==> src/rtl/sha1_pkg.sv <==
// Shared types and constants of the SHA-1 hash engine.
package sha1_pkg;

    localparam int              Q_DEPTH_DEF = 4;
    localparam int              DIGEST_WORDS = 5;
    localparam logic [2:0]      LAST_IDX    = 3'd4;
    localparam logic [5:0]      LEN_POS     = 6'd56;
    localparam logic [5:0]      LAST_POS    = 6'd63;
    localparam logic [7:0]      PAD_BYTE    = 8'h80;
    localparam logic [6:0]      LAST_ROUND  = 7'd79;

    localparam logic [31:0] K0 = 32'h5A827999;
    localparam logic [31:0] K1 = 32'h6ED9EBA1;
    localparam logic [31:0] K2 = 32'h8F1BBCDC;
    localparam logic [31:0] K3 = 32'hCA62C1D6;

    localparam logic [31:0] IV [DIGEST_WORDS] = '{
        32'h67452301, 32'hEFCDAB89, 32'h98BADCFE, 32'h10325476, 32'hC3D2E1F0
    };

    localparam logic MODE_FINISH = 1'b1;

    typedef enum logic {
        KIND_ABSORB = 1'b0,
        KIND_FINISH = 1'b1
    } t_kind;

    typedef struct packed {
        t_kind      kind;
        logic [7:0] data;
    } t_req;

endpackage

==> src/rtl/sha1_if.sv <==
// Request and digest channel interfaces of the SHA-1 hash engine.
interface sha1_in_if;
    logic       valid;
    logic       ready;
    logic       mode;
    logic [7:0] data_byte;

    modport source (output valid, output mode, output data_byte, input ready);
    modport sink (input valid, input mode, input data_byte, output ready);
endinterface

interface sha1_out_if;
    logic        valid;
    logic        ready;
    logic [31:0] digest_word;
    logic [2:0]  word_index;
    logic        last_word;

    modport source (output valid, output digest_word, output word_index, output last_word,
                    input ready);
    modport sink (input valid, input digest_word, input word_index, input last_word,
                  output ready);
endinterface

==> src/rtl/sha1_hash_engine.sv <==
// Top level of the SHA-1 hash engine.
//
//  channel  | dir | payload                                 | accepted when
//  i_in     | in  | mode, data_byte                         | valid && ready
//  o_out    | out | digest_word, word_index, last_word      | valid && ready
//
// An absorb request adds one byte to the block in the back end; every 64th byte
// starts a compression (80 rounds through the one round unit, then the chaining add).
// A finish feeds padding bytes at one a cycle to the block end, then one or two
// compressions, then five digest words. Reset loads the initial vector and a
// zero count, with no clearing pass. A queue of Q_DEPTH requests absorbs input
// while the back end is busy; the output register holds a word until the sink
// is ready.
module sha1_hash_engine #(
    parameter int Q_DEPTH = sha1_pkg::Q_DEPTH_DEF
) (
    input  logic       i_clk,
    input  logic       i_rst_n,
    sha1_in_if.sink    i_in,
    sha1_out_if.source o_out
);
    import sha1_pkg::*;

    t_req w_req;
    logic w_req_valid;
    logic w_req_pop;

    sha1_front #(
        .DEPTH(Q_DEPTH)
    ) u_front (
        .i_clk      (i_clk),
        .i_rst_n    (i_rst_n),
        .i_in       (i_in),
        .o_req      (w_req),
        .o_req_valid(w_req_valid),
        .i_req_pop  (w_req_pop)
    );

    sha1_back u_back (
        .i_clk      (i_clk),
        .i_rst_n    (i_rst_n),
        .i_req      (w_req),
        .i_req_valid(w_req_valid),
        .o_req_pop  (w_req_pop),
        .o_out      (o_out)
    );

endmodule

==> src/rtl/sha1_front.sv <==
// Front end: accept and classify requests into a short queue.
module sha1_front #(
    parameter int DEPTH = sha1_pkg::Q_DEPTH_DEF
) (
    input  logic           i_clk,
    input  logic           i_rst_n,
    sha1_in_if.sink        i_in,
    output sha1_pkg::t_req o_req,
    output logic           o_req_valid,
    input  logic           i_req_pop
);
    import sha1_pkg::*;

    localparam int PTR_W = $clog2(DEPTH);
    localparam int CNT_W = $clog2(DEPTH + 1);

    t_req             r_mem [DEPTH];
    logic [PTR_W-1:0] r_wr_ptr;
    logic [PTR_W-1:0] r_rd_ptr;
    logic [CNT_W-1:0] r_count;
    logic             w_push;
    logic             w_pop;
    t_req             w_req;

    assign i_in.ready  = (r_count < CNT_W'(DEPTH));
    assign w_push      = i_in.valid && i_in.ready;
    assign o_req_valid = (r_count != '0);
    assign w_pop       = i_req_pop && o_req_valid;
    assign o_req       = r_mem[r_rd_ptr];

    always_comb begin
        w_req.kind = (i_in.mode == MODE_FINISH) ? KIND_FINISH : KIND_ABSORB;
        w_req.data = i_in.data_byte;
    end

    always_ff @(posedge i_clk) begin
        if (w_push) begin
            r_mem[r_wr_ptr] <= w_req;
        end
    end

    always_ff @(posedge i_clk) begin
        if (!i_rst_n) begin
            r_wr_ptr <= '0;
            r_rd_ptr <= '0;
            r_count  <= '0;
        end else begin
            if (w_push) begin
                r_wr_ptr <= (r_wr_ptr == PTR_W'(DEPTH - 1)) ? '0 : r_wr_ptr + 1'b1;
            end
            if (w_pop) begin
                r_rd_ptr <= (r_rd_ptr == PTR_W'(DEPTH - 1)) ? '0 : r_rd_ptr + 1'b1;
            end
            if (w_push && !w_pop) begin
                r_count <= r_count + 1'b1;
            end else if (w_pop && !w_push) begin
                r_count <= r_count - 1'b1;
            end
        end
    end

    a_count_bound: assert property (@(posedge i_clk) disable iff (!i_rst_n)
        r_count <= CNT_W'(DEPTH))
        else $error("queue count exceeds depth");

    a_push_grows: assert property (@(posedge i_clk) disable iff (!i_rst_n)
        (w_push && !w_pop) |=> (r_count == $past(r_count) + 1'b1))
        else $error("queue count did not grow on push");

    a_pop_shrinks: assert property (@(posedge i_clk) disable iff (!i_rst_n)
        (w_pop && !w_push) |=> (r_count == $past(r_count) - 1'b1))
        else $error("queue count did not shrink on pop");

endmodule

==> src/rtl/sha1_back.sv <==
// Back end: block assembly, padding, 80-round compression and digest output.
module sha1_back (
    input  logic           i_clk,
    input  logic           i_rst_n,
    input  sha1_pkg::t_req i_req,
    input  logic           i_req_valid,
    output logic           o_req_pop,
    sha1_out_if.source     o_out
);
    import sha1_pkg::*;

    typedef enum logic [2:0] {
        S_IDLE,
        S_PAD,
        S_ROUND,
        S_FINAL,
        S_OUT
    } t_state;

    t_state      r_state;
    logic [63:0] r_count;
    logic [63:0] r_len;
    logic [23:0] r_acc;
    logic [31:0] r_w [16];
    logic [31:0] r_h [DIGEST_WORDS];
    logic [31:0] r_a, r_b, r_c, r_d, r_e;
    logic [6:0]  r_round;
    logic        r_fin;
    logic        r_pad_first;
    logic        r_len_ok;
    logic        r_done;
    logic [2:0]  r_idx;
    logic        r_out_valid;
    logic [31:0] r_out_word;
    logic [2:0]  r_out_idx;
    logic        r_out_last;

    logic [5:0]  w_pos;
    logic [63:0] w_len_sh;
    logic [7:0]  w_pad_byte;
    logic        w_byte_en;
    logic [7:0]  w_byte;
    logic        w_shift_en;
    logic [31:0] w_sched_x;
    logic [31:0] w_shift_word;
    logic [31:0] w_f;
    logic [31:0] w_k;
    logic [31:0] w_t;
    logic [31:0] w_h_sel;
    logic        w_start;

    assign w_pos     = r_count[8:3];
    assign w_len_sh  = r_len << {w_pos[2:0], 3'b000};
    assign w_sched_x = r_w[13] ^ r_w[8] ^ r_w[2] ^ r_w[0];
    assign w_t       = {r_a[26:0], r_a[31:27]} + w_f + r_e + r_w[0] + w_k;

    always_comb begin
        if (r_pad_first) begin
            w_pad_byte = PAD_BYTE;
        end else if (r_len_ok && (w_pos >= LEN_POS)) begin
            w_pad_byte = w_len_sh[63:56];
        end else begin
            w_pad_byte = '0;
        end
    end

    always_comb begin
        o_req_pop = 1'b0;
        w_byte_en = 1'b0;
        w_byte    = i_req.data;
        unique case (r_state)
            S_IDLE: begin
                o_req_pop = i_req_valid;
                w_byte_en = i_req_valid && (i_req.kind == KIND_ABSORB);
            end
            S_PAD: begin
                w_byte_en = 1'b1;
                w_byte    = w_pad_byte;
            end
            default: begin
                w_byte_en = 1'b0;
            end
        endcase
    end

    assign w_start      = w_byte_en && (w_pos == LAST_POS);
    assign w_shift_en   = (w_byte_en && (w_pos[1:0] == 2'b11)) || (r_state == S_ROUND);
    assign w_shift_word = (r_state == S_ROUND) ? {w_sched_x[30:0], w_sched_x[31]}
                                                : {r_acc, w_byte};

    always_comb begin
        priority if (r_round < 7'd20) begin
            w_f = (r_b & r_c) | (~r_b & r_d);
            w_k = K0;
        end else if (r_round < 7'd40) begin
            w_f = r_b ^ r_c ^ r_d;
            w_k = K1;
        end else if (r_round < 7'd60) begin
            w_f = (r_b & r_c) | (r_b & r_d) | (r_c & r_d);
            w_k = K2;
        end else begin
            w_f = r_b ^ r_c ^ r_d;
            w_k = K3;
        end
    end

    always_comb begin
        unique case (r_idx)
            3'd0:    w_h_sel = r_h[0];
            3'd1:    w_h_sel = r_h[1];
            3'd2:    w_h_sel = r_h[2];
            3'd3:    w_h_sel = r_h[3];
            3'd4:    w_h_sel = r_h[4];
            default: w_h_sel = '0;
        endcase
    end

    always_ff @(posedge i_clk) begin
        if (!i_rst_n) begin
            r_state     <= S_IDLE;
            r_count     <= '0;
            r_h         <= IV;
            r_fin       <= 1'b0;
            r_pad_first <= 1'b0;
            r_len_ok    <= 1'b0;
            r_done      <= 1'b0;
            r_idx       <= '0;
            r_round     <= '0;
            r_out_valid <= 1'b0;
        end else begin
            if (o_out.ready && (r_state != S_OUT)) begin
                r_out_valid <= 1'b0;
            end
            if (w_byte_en) begin
                r_count <= r_count + 64'd8;
                r_acc   <= {r_acc[15:0], w_byte};
            end
            if (w_shift_en) begin
                for (int i = 0; i < 15; i++) begin
                    r_w[i] <= r_w[i+1];
                end
                r_w[15] <= w_shift_word;
            end
            if (w_start) begin
                r_a     <= r_h[0];
                r_b     <= r_h[1];
                r_c     <= r_h[2];
                r_d     <= r_h[3];
                r_e     <= r_h[4];
                r_round <= '0;
            end
            unique case (r_state)
                S_IDLE: begin
                    if (i_req_valid && (i_req.kind == KIND_FINISH)) begin
                        r_fin       <= 1'b1;
                        r_pad_first <= 1'b1;
                        r_len_ok    <= 1'b0;
                        r_len       <= r_count;
                        r_state     <= S_PAD;
                    end else if (w_start) begin
                        r_state <= S_ROUND;
                    end
                end
                S_PAD: begin
                    r_pad_first <= 1'b0;
                    if (w_start) begin
                        r_len_ok <= 1'b1;
                        r_done   <= r_len_ok;
                        r_state  <= S_ROUND;
                    end else if (r_pad_first) begin
                        r_len_ok <= (w_pos < LEN_POS);
                    end
                end
                S_ROUND: begin
                    r_a     <= w_t;
                    r_b     <= r_a;
                    r_c     <= {r_b[1:0], r_b[31:2]};
                    r_d     <= r_c;
                    r_e     <= r_d;
                    r_round <= r_round + 1'b1;
                    if (r_round == LAST_ROUND) begin
                        r_state <= S_FINAL;
                    end
                end
                S_FINAL: begin
                    r_h[0] <= r_h[0] + r_a;
                    r_h[1] <= r_h[1] + r_b;
                    r_h[2] <= r_h[2] + r_c;
                    r_h[3] <= r_h[3] + r_d;
                    r_h[4] <= r_h[4] + r_e;
                    r_idx  <= '0;
                    if (!r_fin) begin
                        r_state <= S_IDLE;
                    end else if (r_done) begin
                        r_state <= S_OUT;
                    end else begin
                        r_state <= S_PAD;
                    end
                end
                S_OUT: begin
                    if (!r_out_valid || o_out.ready) begin
                        r_out_valid <= 1'b1;
                        r_out_word  <= w_h_sel;
                        r_out_idx   <= r_idx;
                        r_out_last  <= (r_idx == LAST_IDX);
                        if (r_idx == LAST_IDX) begin
                            r_h     <= IV;
                            r_count <= '0;
                            r_fin   <= 1'b0;
                            r_done  <= 1'b0;
                            r_state <= S_IDLE;
                        end else begin
                            r_idx <= r_idx + 1'b1;
                        end
                    end
                end
                default: begin
                    r_state <= S_IDLE;
                end
            endcase
        end
    end

    assign o_out.valid       = r_out_valid;
    assign o_out.digest_word = r_out_word;
    assign o_out.word_index  = r_out_idx;
    assign o_out.last_word   = r_out_last;

    a_round_bound: assert property (@(posedge i_clk) disable iff (!i_rst_n)
        (r_state == S_ROUND) |-> (r_round <= LAST_ROUND))
        else $error("round counter out of range");

    a_last_tag: assert property (@(posedge i_clk) disable iff (!i_rst_n)
        r_out_valid |-> (r_out_last == (r_out_idx == LAST_IDX)))
        else $error("last word flag disagrees with word index");

    a_pop_idle: assert property (@(posedge i_clk) disable iff (!i_rst_n)
        o_req_pop |-> (r_state == S_IDLE))
        else $error("request taken while busy");

    a_done_fin: assert property (@(posedge i_clk) disable iff (!i_rst_n)
        r_done |-> r_fin)
        else $error("final block marked outside a finish");

endmodule

==> src/flat_wrapper.sv <==
// flat-port wrapper written by rule: the top's interface ports become plain ports
module sha1_hash_engine_flat import sha1_pkg::*;
#(
    parameter int Q_DEPTH = sha1_pkg::Q_DEPTH_DEF
)
  (i_clk, i_rst_n, i_in_valid, i_in_mode, i_in_data_byte, i_in_ready, o_out_valid, o_out_digest_word, o_out_word_index, o_out_last_word, o_out_ready);
  sha1_in_if i_in_i ();
  sha1_out_if o_out_i ();
  input  logic i_clk;
  input  logic i_rst_n;
  input wire logic [$bits(i_in_i.valid)-1:0] i_in_valid;
  input wire logic [$bits(i_in_i.mode)-1:0] i_in_mode;
  input wire logic [$bits(i_in_i.data_byte)-1:0] i_in_data_byte;
  output wire logic [$bits(i_in_i.ready)-1:0] i_in_ready;
  output wire logic [$bits(o_out_i.valid)-1:0] o_out_valid;
  output wire logic [$bits(o_out_i.digest_word)-1:0] o_out_digest_word;
  output wire logic [$bits(o_out_i.word_index)-1:0] o_out_word_index;
  output wire logic [$bits(o_out_i.last_word)-1:0] o_out_last_word;
  input wire logic [$bits(o_out_i.ready)-1:0] o_out_ready;
  assign i_in_i.valid = i_in_valid;
  assign i_in_i.mode = i_in_mode;
  assign i_in_i.data_byte = i_in_data_byte;
  assign i_in_ready = i_in_i.ready;
  assign o_out_valid = o_out_i.valid;
  assign o_out_digest_word = o_out_i.digest_word;
  assign o_out_word_index = o_out_i.word_index;
  assign o_out_last_word = o_out_i.last_word;
  assign o_out_i.ready = o_out_ready;
  sha1_hash_engine #(.Q_DEPTH(Q_DEPTH)) u_core (.i_clk(i_clk), .i_rst_n(i_rst_n), .i_in(i_in_i), .o_out(o_out_i));
endmodule
==> config.mk <==
export PLATFORM = sky130hd
export DESIGN_NAME = sha1_hash_engine_flat
export DESIGN_NICKNAME = d
export VERILOG_FILES = /design/src/rtl/sha1_pkg.sv /design/src/rtl/sha1_if.sv /design/src/rtl/sha1_hash_engine.sv /design/src/rtl/sha1_front.sv /design/src/rtl/sha1_back.sv /design/src/flat_wrapper.sv
export SDC_FILE = /design/constraint.sdc
export NUM_CORES = 2
export LEC_CHECK = 0
export ABC_AREA = 1
export BUFFER_PORTS_ARGS = -buffer_cell sky130_fd_sc_hd__buf_2
export CAP_MARGIN = 20
export CORE_MARGIN = 2
export CORE_UTILIZATION = 64
export DETAILED_ROUTE_END_ITERATION = 8
export PLACE_DENSITY = 0.8
export SKIP_CTS_REPAIR_TIMING = 1
export SLEW_MARGIN = 20
export SYNTH_ARGS = -nofsm -noshare
export SYNTH_HDL_FRONTEND = slang
export SYNTH_HIERARCHICAL = 1
export SYNTH_SLANG_ARGS = --single-unit
export TNS_END_PERCENT = 100
==> constraint.sdc <==
create_clock -name i_clk -period 42.8 [get_ports i_clk]
set_input_delay 6.42 -clock i_clk [delete_from_list [all_inputs] [get_ports i_clk]]
set_output_delay 6.42 -clock i_clk [all_outputs]
set_load 0.05 [all_outputs]
======== Word level (Yosys, flattened, before mapping) ========
Memories as Yosys holds them, arrays and structs flattened. A register that Yosys moved wholly into a read port is not among the register bits.
Index checks and enable logic that the tools add are counted.
storage, ports and cells
  register bits ........................... 533
  bits in writable memories ............... 548
  bits of input ports ..................... 13
  output and inout bits ................... 38
  word-level logic and storage cells ...... 191
  memories kept ........................... 2
operators by class
  add/subtract/negate cells ............... 16
  magnitude comparators ................... 6
  equality and inequality tests ........... 21
  shift-type cells ........................ 1
  multiplexer cells ....................... 69
  bitwise logic cells ..................... 14
  reductions and logical operators ........ 35
memory list
  memory                words  width  read ports  clocked after memory_dff  write ports  line              RTL
  u_core.u_back.r_w     16     32     16          0                         16           sha1_back.sv:24   logic [31:0] r_w [16];
  u_core.u_front.r_mem  4      9      1           1                         1            sha1_front.sv:17  t_req r_mem [DEPTH];
operator list
  kind                     number
  $mux W32                 16
  $mux W160                2
  $pmux W160 S2            1
  $add A32 B32 Y32         9
  $mux W64                 4
  $pmux W32 S5             1
  $xor A32 B32 Y32         5
  $and A32 B32 Y32         4
  $or A32 B32 Y32          3
  $add A64 B4 Y64 const B  1
  $shl A64 B6 Y64          1
  $mux W3                  11
  $not A32 Y32             1
  $mux W31                 1
  $mux W8                  3
  $reduce_and A3 Y1        6
  $mux W1                  17
  $pmux W3 S5              1
  $lt A7 B6 Y1 const B     2
  $mux W7                  2
  $eq A3 B2 Y1 const B     4
  $reduce_bool A2 Y1       6
  $logic_and A1 B1 Y1      10
  $ne A2 B2 Y1 const B     5
  25 further kinds         46

======== Logic depth before layout (Yosys ltp) ========
  depth after elaboration ................. 11
  depth in mapped cells ................... 27
  mapped depth without buffers ............ 26

======== Hierarchy ========
The synthesis kept the hierarchy.
modules (own cells, without submodules)
  module      times used  cells an instance  area each (sq um)  sequential area each (sq um)
  sha1_back   1           6,237              55,623.3           28,597.4
  sha1_front  1           149                1,915.6            1,261.2

======== Least setup slack after synthesis ========
No wires, ideal clock.
  path type ............................... input to register
  start ................................... in i_rst_n
  end ..................................... mem u_core.u_back.r_w[0][0] (enable)
  library setup time ...................... 1.561 ns
  data arrival time ....................... 31.682 ns
  required time ........................... 41.239 ns
  setup slack ............................. 9.557 ns
  cell stages on the path ................. 5
  path buffers ............................ 3
  cells stage by stage .................... clkbuf_1 > inv_1 > clkbuf_1 > clkbuf_1 > a21oi_1
RTL lines
  item             line                RTL
  start, declared  flat_wrapper.sv:10  input logic i_rst_n;
  end, declared    sha1_back.sv:24

==> metrics.yaml <==
outcome:
  outcome: "finished, final reports clean"
timing:
  slew_violations: 0
  hold_viol_final: 0
  clock_skew_ns: 0.0639
  finalCriticalPeriod_ns: 11.67
  finalWorstSetupSlack_ns: 31.13
  setup_tns_ns: 0
  slew_headroom_pct: 23.0
  fmaxAchievable_ghz: 0.0857
  rsz0062_at_grt: "false"
  setup_viol: 0
  min_period_over_period_pct: 27.3
  worst_slew_pin_slew_ns: 1.16
logic_synthesis:
  synth-simple-area-share_pct: 19.9
  yosys_warnings: 6
  synth_ff_type: "edfxtp_1"
  synth_top_area_share_pct: 43.3
  ys_types: 59
  synth-seq-cells: 1077
  syn-num-nets: 6732
  netlist_instances: 6386
  synthTopCellsByArea: "edfxtp_1 43%, nand2_1 11%, dfxtp_1 8.6%"
  synth_edf_count: 829
  synth_top_family_by_area: "simple AND/OR/NAND/NOR gates"
  synth_mux_area_share_pct: 0.0174
  async_flop_share_pct: 0
  seq_area_frac_synth_pct: 51.9
  synth_top_area_cell: "edfxtp_1"
  mappedNetlistArea_um2: 57500
  synth_fa_ha_area_share_pct: 8.89
  synth_xor_area_share_pct: 2.28
  synth_compound_area_share_pct: 10.2
  avgSynthCellArea_um2: 9.01
critical_path:
  cp_num_buf_inv: 7
  critPathRequiredTime_ns: 43.14
  r2r_setup_slack_ns: 34.36
  path_common_cell: "buf_4"
  cp.arrival_ns: 12.00
  cp_top_family: "buffers and inverters"
  start_kind: "primary input"
  crit_chain: "buf_2, inv_4, a21oi_4, buf_4, buf_4, buf_6, buf_4, buf_4"
  critPathMaxStageDelay_ns: 0.92
  r2r_end: "u_core/u_back/r_w[1][221]"
  r2r_cells: 14
  crit_fanout: 90
  cp-end-kind: "flop"
  crit_type: "primary input to flop"
  crit_path_top_delay_cell: "buf_4"
place:
  place_area_um2: 58900
  placement.io_buffers: 50
  gp_congestion: 1.07
  dp_hpwl_um: 138000
  preCtsSetupSlack_ns: 30.19
floorplanning:
  coreArea_um2: 88800
  start_util_pct: 64.8
  die_y_um: 304
  pin_count: 51
  rows: 109
  die-width_um: 304
  die_area_um2: 92300
finish:
  design_area_um2: 62500
  drive_gt1_share_pct: 5.04
  utilization_pct: 70.4
  fin_nets: 6777
  syn_to_final_growth_pct: 8.57
clock_tree:
  clk_latency_ns: 0.77
  cts_tree: "yes"
  cts.clk_slew.worst_paths_ns: 0.06
  clockBufferDepth: 3
  h-tree-depth: 3
  root_buffer: "clkbuf_16"
  cts.sinks: 1077
  numCtsBuffers: 109
power_and_ir_drop:
  power-per-cell-area_nw_per_um2: 38.7
  leakage_nw: 25.5
  ir_drop_uv: 54.9
  total_power_mw: 2.42
drt:
  drt_pass1_iterations: 8
  viasPerCell: 6.22
  initialDrtViolationCount: 6848
  final_antenna_net_count: 0
  drc: 0
  post_drt_wl_per_cell_um: 25.1
  vias: 47856
  totalWireLength_um: 193000
global_routing:
  grt_pass1_wl_um: 283000
  grt_pass1_vias: 44870
  grt_overflow: 0
  antenna_found_initial: 8
  grt_max_degree: 161
  grtUsageTotal_pct: 41.3
worst_hold_path:
  hp-start: "u_core/u_back/r_w[0][59]"
  worstHoldPathCells: 0
  hold_path_end: "u_core/u_back/r_w[0][27]"
  hold_path.class: "flop to flop"
flow_run:
  maxCapViolations: 0
power breakdown:
| part | internal (mW) | switching, mW |
|---|---|---|
| Combinational | 0.0617 | 0.163 |
| Clock | 0.530 | 0.440 |
| Sequential | 1.18 | 0.0385 |
| Total | 1.77 | 0.642 |
layout by cell type (no fill, tap or decap), types with 9 or more instances in the layout:
cell / instances
xor2_1: 50
or2_2: 26
o21bai_1: 42
o22ai_1: 21
o22ai_2: 9
dfxtp_1: 248
o311ai_0: 10
edfxtp_1: 829
xnor2_1: 100
o211ai_1: 9
clkbuf_1: 31
ha_1: 207
a221oi_1: 45
inv_2: 14
nor2_1: 493
o221ai_1: 17
buf_4: 32
nand3b_1: 11
a211oi_1: 22
a21oi_1: 409
clkinv_2: 14
nand4_1: 74
and2_1: 11
buf_2: 52
inv_1: 821
nor4_1: 9
nor3_1: 62
nor2_2: 13
clkbuf_16: 109
a31oi_1: 20
clkinv_1: 26
nand2_1: 1725
o21ai_0: 394
nand3_1: 333
fa_1: 126
flip-flops by register name, summed over array words and instances (netlist names), 36 cells and up, named ones only:
register / cells
u_core/u_front/r_mem: 36
u_core/u_back/r_w: 512
u_core/u_back/r_count: 61
u_core/u_back/r_h: 160
u_core/u_back/r_len: 61
kinds of logic after synthesis:
group	count (synthesis)
flops	1077
xor+xnor	150
buf+inv	996
fa+ha+maj	333
simple gates	2789
compound gates	1040
mux	1
layer usage:
metal	global-route usage, %	wire length [µm]	vias up
met5	0	51	-
met4	25.5	14100	8
met3	9.26	23100	724
met2	61.5	83300	3310
met1	55.5	72700	22360
li1	-	-	21454
area by class of cell:
| cell class | instances | area [µm²] |
|---|---|---|
| Antenna cell | 8 | 20.0 |
| Clock buffer | 147 | 2940 |
| Sequential cell | 1077 | 29900 |
| Inverter | 843 | 3180 |
| Clock inverter | 60 | 636 |
| Timing Repair Buffer | 87 | 552 |
| Fill cell | 6741 | 26300 |
| Multi-Input combinational cell | 4313 | 23800 |
| Tap cell | 1165 | 1460 |
worst max-delay path by stage:
stage                 start                   endpoint  slack, ns  cells after the start
finish              i_rst_n  u_core/u_back/r_w[1][221]      31.13                      8
global route        i_rst_n  u_core/u_back/r_w[1][221]      30.77                      8
CTS                 i_rst_n  u_core/u_back/r_w[1][221]      30.98                      8
detailed placement  i_rst_n  u_core/u_back/r_w[0][154]      30.19                      8
global placement    i_rst_n  u_core/u_back/r_w[0][125]      30.48                      8
floorplan           i_rst_n    u_core/u_back/r_w[0][0]       9.56                      5
through the flow:
| step | hold slack [ns] | instances |
|---|---|---|
| floorplan | 0.400 | 6386 |
| global placement | 0.400 | 7483 |
| detailed placement | 0.405 | 7483 |
| CTS | 0.378 | 7690 |
| global route | 0.384 | 7692 |
| finish | 0.373 | 7700 |
synthesized netlist by cell type (7+ instances only):
master    instances
nor3_1           64
o21a_1            7
dfxtp_1         248
nor2_1          496
inv_1           822
xor2_1           50
a21o_1            8
and2_1           11
or2_2            26
fa_1            126
o221ai_1         17
a31oi_1          20
clkbuf_1        108
buf_2            16
o21bai_1         42
nand3b_1         11
nand2_1        1725
o22ai_2           9
nor4_1            9
edfxtp_1        829
a211oi_1         22
inv_2            16
a21oi_1         410
nand3_1         333
o21ai_1           7
o21ai_0         394
a221oi_1         45
buf_4             7
buf_1            10
o211ai_1          9
nand4_1          74
ha_1            207
o311ai_0         10
o22ai_1          21
xnor2_1         100
buf_6            11
nor2_2           12
Note: power is estimated with default switching activity, not from simulation.
